--- src/rtl/core/fcsp_pkg.sv ---
// Package: widths, register indexes and reset values for the four-channel speed PID.
`timescale 1ns / 1ps

package fcsp_pkg;

    // field widths
    localparam int MOTOR_W   = 2;
    localparam int SPEED_W   = 16;
    localparam int GAIN_W    = 16;
    localparam int LIM_W     = 15;
    localparam int CFG_IDX_W = 3;
    localparam int CFG_DAT_W = 16;
    localparam int FRAC_BITS = 8;

    // reset values
    localparam logic signed [GAIN_W-1:0] PROP_GAIN_RESET = 16'sd1280;
    localparam logic [LIM_W-1:0]         DEFAULT_LIMIT   = 15'd5000;

    // configuration register indexes
    typedef enum logic [CFG_IDX_W-1:0] {
        CFG_PROP_GAIN      = 3'd0,
        CFG_INTEG_GAIN     = 3'd1,
        CFG_DERIV_GAIN     = 3'd2,
        CFG_ERROR_LIMIT    = 3'd3,
        CFG_DEADBAND       = 3'd4,
        CFG_INTEGRAL_LIMIT = 3'd5,
        CFG_DRIVE_LIMIT    = 3'd6
    } t_cfg_idx;

    // configuration register set
    typedef struct packed {
        logic signed [GAIN_W-1:0] prop_gain;
        logic signed [GAIN_W-1:0] integ_gain;
        logic signed [GAIN_W-1:0] deriv_gain;
        logic [LIM_W-1:0]         error_limit;
        logic [LIM_W-1:0]         deadband;
        logic [LIM_W-1:0]         integral_limit;
        logic [LIM_W-1:0]         drive_limit;
    } t_cfg;

endpackage

--- src/rtl/core/four_channel_speed_pid_unit.sv ---
// Top level: four-channel positional speed PID with deadband and clamps.
// A result word passes through the stage 0, stage 1, stage 2 and output registers.
// Throughput: one word per cycle unless the output word is stalled; per-motor state
// updates in stage 1, so words for the same motor may follow each other back to back.
// A stalled output word halts the whole four-register pipeline.
// Reset (synchronous, active low) clears valids and per-motor state and loads config registers with reset values.
`timescale 1ns / 1ps

module four_channel_speed_pid_unit #(
    parameter int NUM_MOTORS = 4
) (
    input  logic                                   i_clk,
    input  logic                                   i_rst_n,
    // input words
    input  logic                                   i_in_valid,
    output logic                                   o_in_ready,
    input  logic [fcsp_pkg::MOTOR_W-1:0]           i_motor_index,
    input  logic signed [fcsp_pkg::SPEED_W-1:0]    i_target_speed,
    input  logic signed [fcsp_pkg::SPEED_W-1:0]    i_measured_speed,
    // result words
    output logic                                   o_out_valid,
    input  logic                                   i_out_ready,
    output logic [fcsp_pkg::MOTOR_W-1:0]           o_drive_motor,
    output logic signed [fcsp_pkg::SPEED_W-1:0]    o_drive_value,
    // configuration writes
    input  logic                                   i_cfg_valid,
    output logic                                   o_cfg_ready,
    input  logic [fcsp_pkg::CFG_IDX_W-1:0]         i_cfg_index,
    input  logic [fcsp_pkg::CFG_DAT_W-1:0]         i_cfg_data
);
    import fcsp_pkg::*;

    localparam int SUM_W = 35;

    t_cfg r_cfg;

    // pipeline advance: everything moves unless the output word is stalled
    logic w_adv;
    assign w_adv       = !o_out_valid || i_out_ready;
    assign o_in_ready  = w_adv;
    assign o_cfg_ready = 1'b1;

    // configuration registers
    always_ff @(posedge i_clk) begin
        if (!i_rst_n) begin
            r_cfg.prop_gain      <= PROP_GAIN_RESET;
            r_cfg.integ_gain     <= '0;
            r_cfg.deriv_gain     <= '0;
            r_cfg.error_limit    <= DEFAULT_LIMIT;
            r_cfg.deadband       <= '0;
            r_cfg.integral_limit <= DEFAULT_LIMIT;
            r_cfg.drive_limit    <= DEFAULT_LIMIT;
        end else if (i_cfg_valid) begin
            unique case (t_cfg_idx'(i_cfg_index))
                CFG_PROP_GAIN:      r_cfg.prop_gain      <= $signed(i_cfg_data);
                CFG_INTEG_GAIN:     r_cfg.integ_gain     <= $signed(i_cfg_data);
                CFG_DERIV_GAIN:     r_cfg.deriv_gain     <= $signed(i_cfg_data);
                CFG_ERROR_LIMIT:    r_cfg.error_limit    <= i_cfg_data[LIM_W-1:0];
                CFG_DEADBAND:       r_cfg.deadband       <= i_cfg_data[LIM_W-1:0];
                CFG_INTEGRAL_LIMIT: r_cfg.integral_limit <= i_cfg_data[LIM_W-1:0];
                CFG_DRIVE_LIMIT:    r_cfg.drive_limit    <= i_cfg_data[LIM_W-1:0];
                default: ;
            endcase
        end
    end

    // ---------------- stage 0: input register ----------------
    logic                      r_s0_valid;
    logic [MOTOR_W-1:0]        r_s0_motor;
    logic signed [SPEED_W-1:0] r_s0_tgt;
    logic signed [SPEED_W-1:0] r_s0_meas;

    always_ff @(posedge i_clk) begin
        if (!i_rst_n) begin
            r_s0_valid <= 1'b0;
        end else if (w_adv) begin
            r_s0_valid <= i_in_valid;
        end
    end

    always_ff @(posedge i_clk) begin
        if (w_adv && i_in_valid) begin
            r_s0_motor <= i_motor_index;
            r_s0_tgt   <= i_target_speed;
            r_s0_meas  <= i_measured_speed;
        end
    end

    // ---------------- stage 1: error, integral, derivative ----------------
    logic signed [SPEED_W-1:0] r_integ_sum [NUM_MOTORS];
    logic signed [SPEED_W-1:0] r_prev_err  [NUM_MOTORS];

    logic                      w_in_range;
    logic signed [SPEED_W-1:0] w_old_integ;
    logic signed [SPEED_W-1:0] w_old_err;
    logic signed [SPEED_W:0]   w_diff;
    logic signed [SPEED_W:0]   w_elim;
    logic signed [SPEED_W:0]   w_eclamp;
    logic signed [SPEED_W:0]   w_db;
    logic signed [SPEED_W-1:0] w_err;
    logic signed [SPEED_W:0]   w_isum;
    logic signed [SPEED_W:0]   w_ilim;
    logic signed [SPEED_W-1:0] w_integ;
    logic signed [SPEED_W:0]   w_deriv;

    // per-motor state lookup
    always_comb begin
        w_in_range  = int'(r_s0_motor) < NUM_MOTORS;
        w_old_integ = '0;
        w_old_err   = '0;
        for (int k = 0; k < NUM_MOTORS; k++) begin
            if (int'(r_s0_motor) == k) begin
                w_old_integ = r_integ_sum[k];
                w_old_err   = r_prev_err[k];
            end
        end
    end

    // error clamp, deadband, integral clamp, derivative
    always_comb begin
        w_diff = SPEED_W'(0) + ({r_s0_tgt[SPEED_W-1], r_s0_tgt}
                              - {r_s0_meas[SPEED_W-1], r_s0_meas});
        w_elim = $signed({2'b00, r_cfg.error_limit});
        if (w_diff > w_elim) begin
            w_eclamp = w_elim;
        end else if (w_diff < -w_elim) begin
            w_eclamp = -w_elim;
        end else begin
            w_eclamp = w_diff;
        end
        w_db = $signed({2'b00, r_cfg.deadband});
        if ((w_eclamp > 0 && w_eclamp < w_db) || (w_eclamp < 0 && w_eclamp > -w_db)) begin
            w_err = '0;
        end else begin
            w_err = w_eclamp[SPEED_W-1:0];
        end
        // out-of-range motor: all terms zero, so the drive comes out zero
        if (!w_in_range) begin
            w_err = '0;
        end

        w_isum = {w_old_integ[SPEED_W-1], w_old_integ} + {w_err[SPEED_W-1], w_err};
        w_ilim = $signed({2'b00, r_cfg.integral_limit});
        if (w_isum > w_ilim) begin
            w_integ = w_ilim[SPEED_W-1:0];
        end else if (w_isum < -w_ilim) begin
            w_integ = SPEED_W'(-w_ilim);
        end else begin
            w_integ = w_isum[SPEED_W-1:0];
        end
        w_deriv = {w_err[SPEED_W-1], w_err} - {w_old_err[SPEED_W-1], w_old_err};
        if (!w_in_range) begin
            w_integ = '0;
            w_deriv = '0;
        end
    end

    // per-motor state update, once per word
    always_ff @(posedge i_clk) begin
        if (!i_rst_n) begin
            for (int k = 0; k < NUM_MOTORS; k++) begin
                r_integ_sum[k] <= '0;
                r_prev_err[k]  <= '0;
            end
        end else if (w_adv && r_s0_valid) begin
            for (int k = 0; k < NUM_MOTORS; k++) begin
                if (int'(r_s0_motor) == k) begin
                    r_integ_sum[k] <= w_integ;
                    r_prev_err[k]  <= w_err;
                end
            end
        end
    end

    logic                      r_s1_valid;
    logic [MOTOR_W-1:0]        r_s1_motor;
    logic signed [SPEED_W-1:0] r_s1_err;
    logic signed [SPEED_W-1:0] r_s1_integ;
    logic signed [SPEED_W:0]   r_s1_deriv;

    always_ff @(posedge i_clk) begin
        if (!i_rst_n) begin
            r_s1_valid <= 1'b0;
        end else if (w_adv) begin
            r_s1_valid <= r_s0_valid;
        end
    end

    always_ff @(posedge i_clk) begin
        if (w_adv && r_s0_valid) begin
            r_s1_motor <= r_s0_motor;
            r_s1_err   <= w_err;
            r_s1_integ <= w_integ;
            r_s1_deriv <= w_deriv;
        end
    end

    // ---------------- stage 2: gain products ----------------
    logic                             r_s2_valid;
    logic [MOTOR_W-1:0]               r_s2_motor;
    logic signed [GAIN_W+SPEED_W-1:0] r_s2_pterm;
    logic signed [GAIN_W+SPEED_W-1:0] r_s2_iterm;
    logic signed [GAIN_W+SPEED_W:0]   r_s2_dterm;

    always_ff @(posedge i_clk) begin
        if (!i_rst_n) begin
            r_s2_valid <= 1'b0;
        end else if (w_adv) begin
            r_s2_valid <= r_s1_valid;
        end
    end

    always_ff @(posedge i_clk) begin
        if (w_adv && r_s1_valid) begin
            r_s2_motor <= r_s1_motor;
            r_s2_pterm <= r_cfg.prop_gain * r_s1_err;
            r_s2_iterm <= r_cfg.integ_gain * r_s1_integ;
            r_s2_dterm <= r_cfg.deriv_gain * r_s1_deriv;
        end
    end

    // ---------------- stage 3: sum, truncate toward zero, saturate ----------------
    logic signed [SUM_W-1:0] w_sum;
    logic signed [SUM_W-1:0] w_quot;
    logic signed [SUM_W-1:0] w_dlim;
    logic signed [SPEED_W-1:0] w_drive;

    always_comb begin
        w_sum = SUM_W'(r_s2_pterm) + SUM_W'(r_s2_iterm) + SUM_W'(r_s2_dterm);
        // bias negative sums so the arithmetic shift rounds toward zero
        if (w_sum[SUM_W-1]) begin
            w_quot = (w_sum + SUM_W'((1 << FRAC_BITS) - 1)) >>> FRAC_BITS;
        end else begin
            w_quot = w_sum >>> FRAC_BITS;
        end
        w_dlim = $signed({{(SUM_W-LIM_W){1'b0}}, r_cfg.drive_limit});
        if (w_quot > w_dlim) begin
            w_drive = w_dlim[SPEED_W-1:0];
        end else if (w_quot < -w_dlim) begin
            w_drive = SPEED_W'(-w_dlim);
        end else begin
            w_drive = w_quot[SPEED_W-1:0];
        end
    end

    // output register
    always_ff @(posedge i_clk) begin
        if (!i_rst_n) begin
            o_out_valid <= 1'b0;
        end else if (w_adv) begin
            o_out_valid <= r_s2_valid;
        end
    end

    always_ff @(posedge i_clk) begin
        if (w_adv && r_s2_valid) begin
            o_drive_motor <= r_s2_motor;
            o_drive_value <= w_drive;
        end
    end

    // ---------------- assertions ----------------
    // per-motor state only moves when the pipeline advances
    a_state_hold: assert property (@(posedge i_clk) disable iff (!i_rst_n)
        !w_adv |=> $stable(r_integ_sum[0]) && $stable(r_prev_err[0]))
        else $error("motor 0 state changed during a stall");

    // an accepted word lands in stage 0 with its motor index
    a_s0_load: assert property (@(posedge i_clk) disable iff (!i_rst_n)
        i_in_valid && o_in_ready |=> r_s0_valid && r_s0_motor == $past(i_motor_index))
        else $error("accepted word missing from stage 0");

    // a new result word comes only from a valid stage 2 word
    a_out_src: assert property (@(posedge i_clk) disable iff (!i_rst_n)
        $rose(o_out_valid) |-> $past(r_s2_valid))
        else $error("result word without a stage 2 source");

    // stage 2 motor index reaches the output unchanged
    a_motor_path: assert property (@(posedge i_clk) disable iff (!i_rst_n)
        w_adv && r_s2_valid |=> o_out_valid && o_drive_motor == $past(r_s2_motor))
        else $error("drive motor does not follow its word");

endmodule
--- config.mk ---
export PLATFORM = sky130hd
export DESIGN_NAME = four_channel_speed_pid_unit
export DESIGN_NICKNAME = d
export VERILOG_FILES = /design/src/rtl/core/fcsp_pkg.sv /design/src/rtl/core/four_channel_speed_pid_unit.sv
export SDC_FILE = /design/constraint.sdc
export NUM_CORES = 2
export LEC_CHECK = 0
export ABC_AREA = 1
export BUFFER_PORTS_ARGS = -buffer_cell sky130_fd_sc_hd__buf_2
export CAP_MARGIN = 40
export CELL_PAD_IN_SITES_DETAIL_PLACEMENT = 1
export CELL_PAD_IN_SITES_GLOBAL_PLACEMENT = 1
export CORE_MARGIN = 2
export CORE_UTILIZATION = 55
export DETAILED_ROUTE_END_ITERATION = 16
export PLACE_DENSITY = 0.88
export SYNTH_ARGS = -nofsm -noshare
export SYNTH_HDL_FRONTEND = slang
export SYNTH_SLANG_ARGS = --single-unit
--- constraint.sdc ---
create_clock -name i_clk -period 26.3 [get_ports i_clk]
set_input_delay 2.63 -clock i_clk [delete_from_list [all_inputs] [get_ports i_clk]]
set_output_delay 2.63 -clock i_clk [all_outputs]
set_load 0.005 [all_outputs]
[After elaboration in Yosys (flattened, before gate mapping)]
Memory sizes are Yosys's and may differ from the RTL's.
Cells that the tools add are included.
Word-level totals
  RAM bits: 128
  bits of input ports: 58
  logic and storage cells: 126
  output and inout bits: 21
  flip-flop bits (word level): 314
  memories kept: 2
Operators by class
  order comparisons: 10
  multiply operators: 3
  reductions and logical operators: 18
  eq/ne operators: 9
  mux-type cells: 41
  bitwise operators: 8
  $add $sub $neg: 10
Memory list
  r_integ_sum: words 4, bits a word 16, rd ports 4, clocked after Yosys merged registers in 0, write ports 4, RTL line four_channel_speed_pid_unit.sv:90  | logic signed [SPEED_W-1:0] r_integ_sum [NUM_MOTORS];
  r_prev_err: words 4, bits a word 16, rd ports 4, clocked after Yosys merged registers in 0, write ports 4, RTL line four_channel_speed_pid_unit.sv:91  | logic signed [SPEED_W-1:0] r_prev_err [NUM_MOTORS];
Operators with widths (count)
  2-to-1 mux 16 bit: 20
  multiplier 16 x 16 -> 32 bit: 2
  negation 15 -> 17 bit: 3
  adder 34 x 9 -> 35 bit (second input constant): 1
  > comparator 35 x 16 -> 1 bit: 1
  less-than comparator 35 bit: 1
  2-to-1 mux 35 bit: 1
  negation 15 -> 35 bit: 1
  adder 33 x 33 -> 34 bit: 1
  > comparator 17 x 16 -> 1 bit: 2
  less-than comparator 17 bit: 2
  2-to-1 mux 17 bit: 2
  subtractor 16 x 16 -> 17 bit: 2
  adder 32 x 32 -> 33 bit: 1
  multiplier 16 x 17 -> 33 bit: 1
  adder 16 x 16 -> 17 bit: 1
  > comparator 17 x 1 -> 1 bit (second input constant): 1
  > comparator 17 bit: 1
  less-than comparator 17 x 1 -> 1 bit (second input constant): 1
  less-than comparator 17 x 16 -> 1 bit: 1
  2-to-1 mux 1 bit: 17
  2-to-1 mux 15 bit: 1
  AND reduction 2 bit: 7
  == test 3 bit (second input constant): 3
  other kinds (10): 25

[Longest topological paths before layout]
  word-level depth: 13
  depth in mapped cells: 72
  mapped depth without buffers: 69

[Worst setup path after synthesis]
Ideal clock, no wire load.
  path type: register to register
  start point: register r_s0_meas[0]
  end point: memory r_integ_sum[0][14], data pin
  stages on the path, launching flop included: 65
  slack: 17713 ps
  arrival time: 8321 ps
  required time: 26034 ps
  setup time: 266 ps
  cells stage by stage: edfxtp_1 ha_1 fa_1 nand3b_1 nand2_1 nand3_1 nand2_1 nand2_1 nand2_1 nand2_1 nand2_1 inv_1 ha_1 nand2_1 inv_1 nand2_1 nand2_1 a21oi_1 (+29 left out) nand3_1 o21ai_0 ha_1 nand2_1 inv_1 nand3_1 nor3_1 nand4_1 nand3_1 or2_2 nand2_1 inv_1 clkbuf_1 nand2_1 o211ai_1 o21ai_0 inv_1 nor2_1
RTL lines
  start: declaration: RTL line four_channel_speed_pid_unit.sv:71  | logic signed [SPEED_W-1:0] r_s0_meas;
  start signal: assignment: RTL line four_channel_speed_pid_unit.sv:85  | r_s0_meas <= i_measured_speed;
  end: declaration: RTL line four_channel_speed_pid_unit.sv:90

==> flow_metrics.tcl <==
set metrics [dict create \
    wl_um 257000 \
    slowest_delay_ns 0.64 \
    grt_use_total_pct 43.0 \
    yosysTopAreaCell "fa_1" \
    ys_seq_area_share_pct 21.3 \
    crit_slowest_cell "inv_1" \
    drt_iter0_drc 6904 \
    fin_hold_ws_ns 0.448 \
    synth_commonest_cells "1574 x inv_1, 1478 x nand2_1, 837 x fa_1" \
    fin_tns_setup_ns 0 \
    ir_drop_uv 76.0 \
    numPortBuffers 77 \
    clock_sinks 442 \
    syn_area_per_cell_sq_um 8.36 \
    worstSkewPairLatency_ns 0.72 \
    min_period_over_period_pct 45.3 \
    routed_via_density 6.59 \
    die_y_um 326 \
    fin_util_pct 59.2 \
    yosysWarnings 0 \
    p_leak_nw 30.2 \
    tightestPinTransition_ns 1.59 \
    htree_levels 2 \
    hold_end "r_s2_motor[0]" \
    finalClockSkew_ns 0.0959 \
    violations "max-capacitance violations, max-slew violations" \
    routedWlPerCell_um 31.3 \
    ys_seq_elements 442 \
    hpwl_um 159000 \
    worst-setup-path-type "reg2reg" \
    design_power_total_mw 7.09 \
    synthCells 6825 \
    seqCellArea_sq_mm 0.0122 \
    clk_pin_slew_ns 0.07 \
    crit_path_start_kind "flip-flop" \
    hold_viol 0 \
    pwr_density_cell_mw_per_mm2 116 \
    grt_overflow_total 0 \
    cts_tree "done" \
    synth_nets 8190 \
    antenna_left 0 \
    ctsHoldBuffers 0 \
    drc 0 \
    r2r_cells 62 \
    cts_resized 0 \
    antenna_found_initial 27 \
    reg2reg_to "r_integ_sum[3][4]" \
    post_cts_buffers 0 \
    area_delta_synth_final_pct 7.05 \
    die_w_um 326 \
    hp-class "reg2reg" \
    status "finished, violations left" \
    drv_slew 2 \
    core_sq_mm 0.103 \
    syn_area_sq_mm 0.0571 \
    clock_path_buffers 3 \
    grt_max_degree 73 \
    cts_inserted_buffers 52 \
    setup_viol 0 \
    reg2reg_from "r_cfg[45]" \
    die_area_sq_mm 0.106 \
    cp.arrival_ns 12.32 \
    crit_required_ns 26.71 \
    yosysMostFrequentCell "inv_1" \
    fmax_ghz 0.0840 \
    endpoint_kind "flip-flop" \
    place_congestion 0.961 \
    slew_headroom_pct -6.97 \
    cts_root_buf "clkbuf_16" \
    maxCapViolCount 1 \
    finalCriticalPeriod_ns 11.91 \
    grt_pass1_wl_um 344000 \
    worstHoldStart "r_s1_motor[0]" \
    rsz0062_at_grt "false" \
    cp_common_cell "nand2_1" \
    synth_async_sr_flop_share_pct 0 \
    synth_top_area_share_pct 29.4 \
    via_count 54200 \
    crit_fanout 20 \
    grt_pass1_vias 57800 \
    fillCellCount 12200 \
    first_pass_iters 8 \
    multiInputGateArea_sq_mm 0.0380 \
    regToRegSetupSlack_ns 14.39 \
    yosysUniqueCellTypes 56 \
    start_util_pct 55.3 \
    layout-drive-gt1-share_pct 5.72 \
    synth_area_leaders "fa_1 29%, edfxtp_1 17%, inv_1 10%, ha_1 10%, nand2_1 9.7%" \
    min_path_cells 0 \
    row_count 118 \
    ios 79 \
    nets 8142 \
    ys.flop_type "edfxtp_1" \
    synth_edf_count 330 \
]
## layout make-up
class / instances / area share, %
Antenna cell: 35 / 0.143
Clock buffer: 65 / 2.29
Clock inverter: 31 / 0.440
Inverter: 1592 / 9.79
Multi-Input combinational cell: 4528 / 62.2
Sequential cell: 442 / 19.9
Tap cell: 1380 / 2.83
Timing Repair Buffer: 161 / 2.46
## routing by layer
layer	up-vias	wire [um]	GRT usage [%]
met1	26100	79500	45.7
met5	-	232	0.222
met2	5068	112000	69.4
li1	20800	-	-
met3	2324	35900	13.2
met4	24	30300	37.5
## state kept, by name, indices dropped and copies added (netlist names), 2 cells and up
| register | flops |
|---|---|
| r_prev_err | 64 |
| r_s0_motor | 2 |
| r_s1_integ | 16 |
| r_integ_sum | 64 |
| r_s2_pterm | 32 |
| r_s2_motor | 2 |
| r_s1_motor | 2 |
| r_s0_meas | 16 |
| r_s2_iterm | 32 |
| r_s1_err | 16 |
| r_cfg | 108 |
| r_s0_tgt | 16 |
| o_drive_value | 16 |
| o_drive_motor | 2 |
| r_s1_deriv | 17 |
| r_s2_dterm | 33 |
## cells by family (layout without fill, tap and decap cells)
logic type	after synthesis	after routing	synth area share [%]
compound gates	715	715	6.94
other cells	1	36	0.00657
simple gates	2304	2304	16.7
flops	442	442	21.3
buf+inv	1855	1849	12.3
fa+ha+maj	1307	1307	39.7
xor+xnor	200	200	3.08
mux	1	1	0.0175
## worst max path at each step
| stage | from | to | slack [ns] | depth (start not counted) |
|---|---|---|---|---|
| after global placement | r_s0_meas[0] | r_integ_sum[2][14] | 15.08 | 56 |
| after detailed placement | r_s0_meas[0] | r_integ_sum[3][6] | 14.93 | 62 |
| after CTS | r_s0_meas[0] | r_integ_sum[2][4] | 14.72 | 62 |
| final | r_cfg[45] | r_integ_sum[3][4] | 14.39 | 62 |
| after global routing | r_s0_meas[0] | r_integ_sum[2][4] | 13.10 | 62 |
| after floorplan | r_s0_meas[0] | r_integ_sum[0][14] | 17.71 | 64 |
## placed cells by master, fill, tap and decap left out, types with 34 or more instances in the layout
| master | netlist | final |
|---|---|---|
| nand4_1 | 56 | 56 |
| or2_2 | 41 | 41 |
| o211ai_1 | 34 | 34 |
| xnor2_1 | 58 | 57 |
| buf_2 | 9 | 76 |
| nor3_1 | 37 | 37 |
| diode_2 | 0 | 35 |
| o21ai_0 | 289 | 287 |
| nand3_1 | 171 | 167 |
| inv_1 | 1574 | 1572 |
| nor2_1 | 419 | 416 |
| xor2_1 | 141 | 141 |
| ha_1 | 470 | 470 |
| clkbuf_16 | 0 | 56 |
| nand2_1 | 1478 | 1478 |
| buf_4 | 3 | 55 |
| a21oi_1 | 275 | 275 |
| fa_1 | 837 | 837 |
| edfxtp_1 | 330 | 330 |
| dfxtp_1 | 112 | 112 |
## metrics by stage
step,cell area (sq um),setup slack [ns],instances
finish,61100,14.39,8234
global route,61000,13.10,8206
CTS,60600,14.72,8183
detailed placement,59000,14.93,8087
global placement,58600,15.08,8072
floorplan,57100,17.71,6825
## critical path: cells and delay by family (launching register included)
kind            cells  cell delay (ns)
buf+inv             7             1.45
compound gates     13             2.99
flops               1             0.31
simple gates       36             5.10
fa+ha+maj           6             1.81
## power by group
part	internal (mW)	switching, mW	total, mW	leakage (nW)
clock	0.393	0.367	0.760	0.823
combinational	1.59	3.63	5.22	25.3
sequential	0.966	0.146	1.11	4.13
total	2.95	4.15	7.09	30.2
Power figures use the tool's default switching activity.
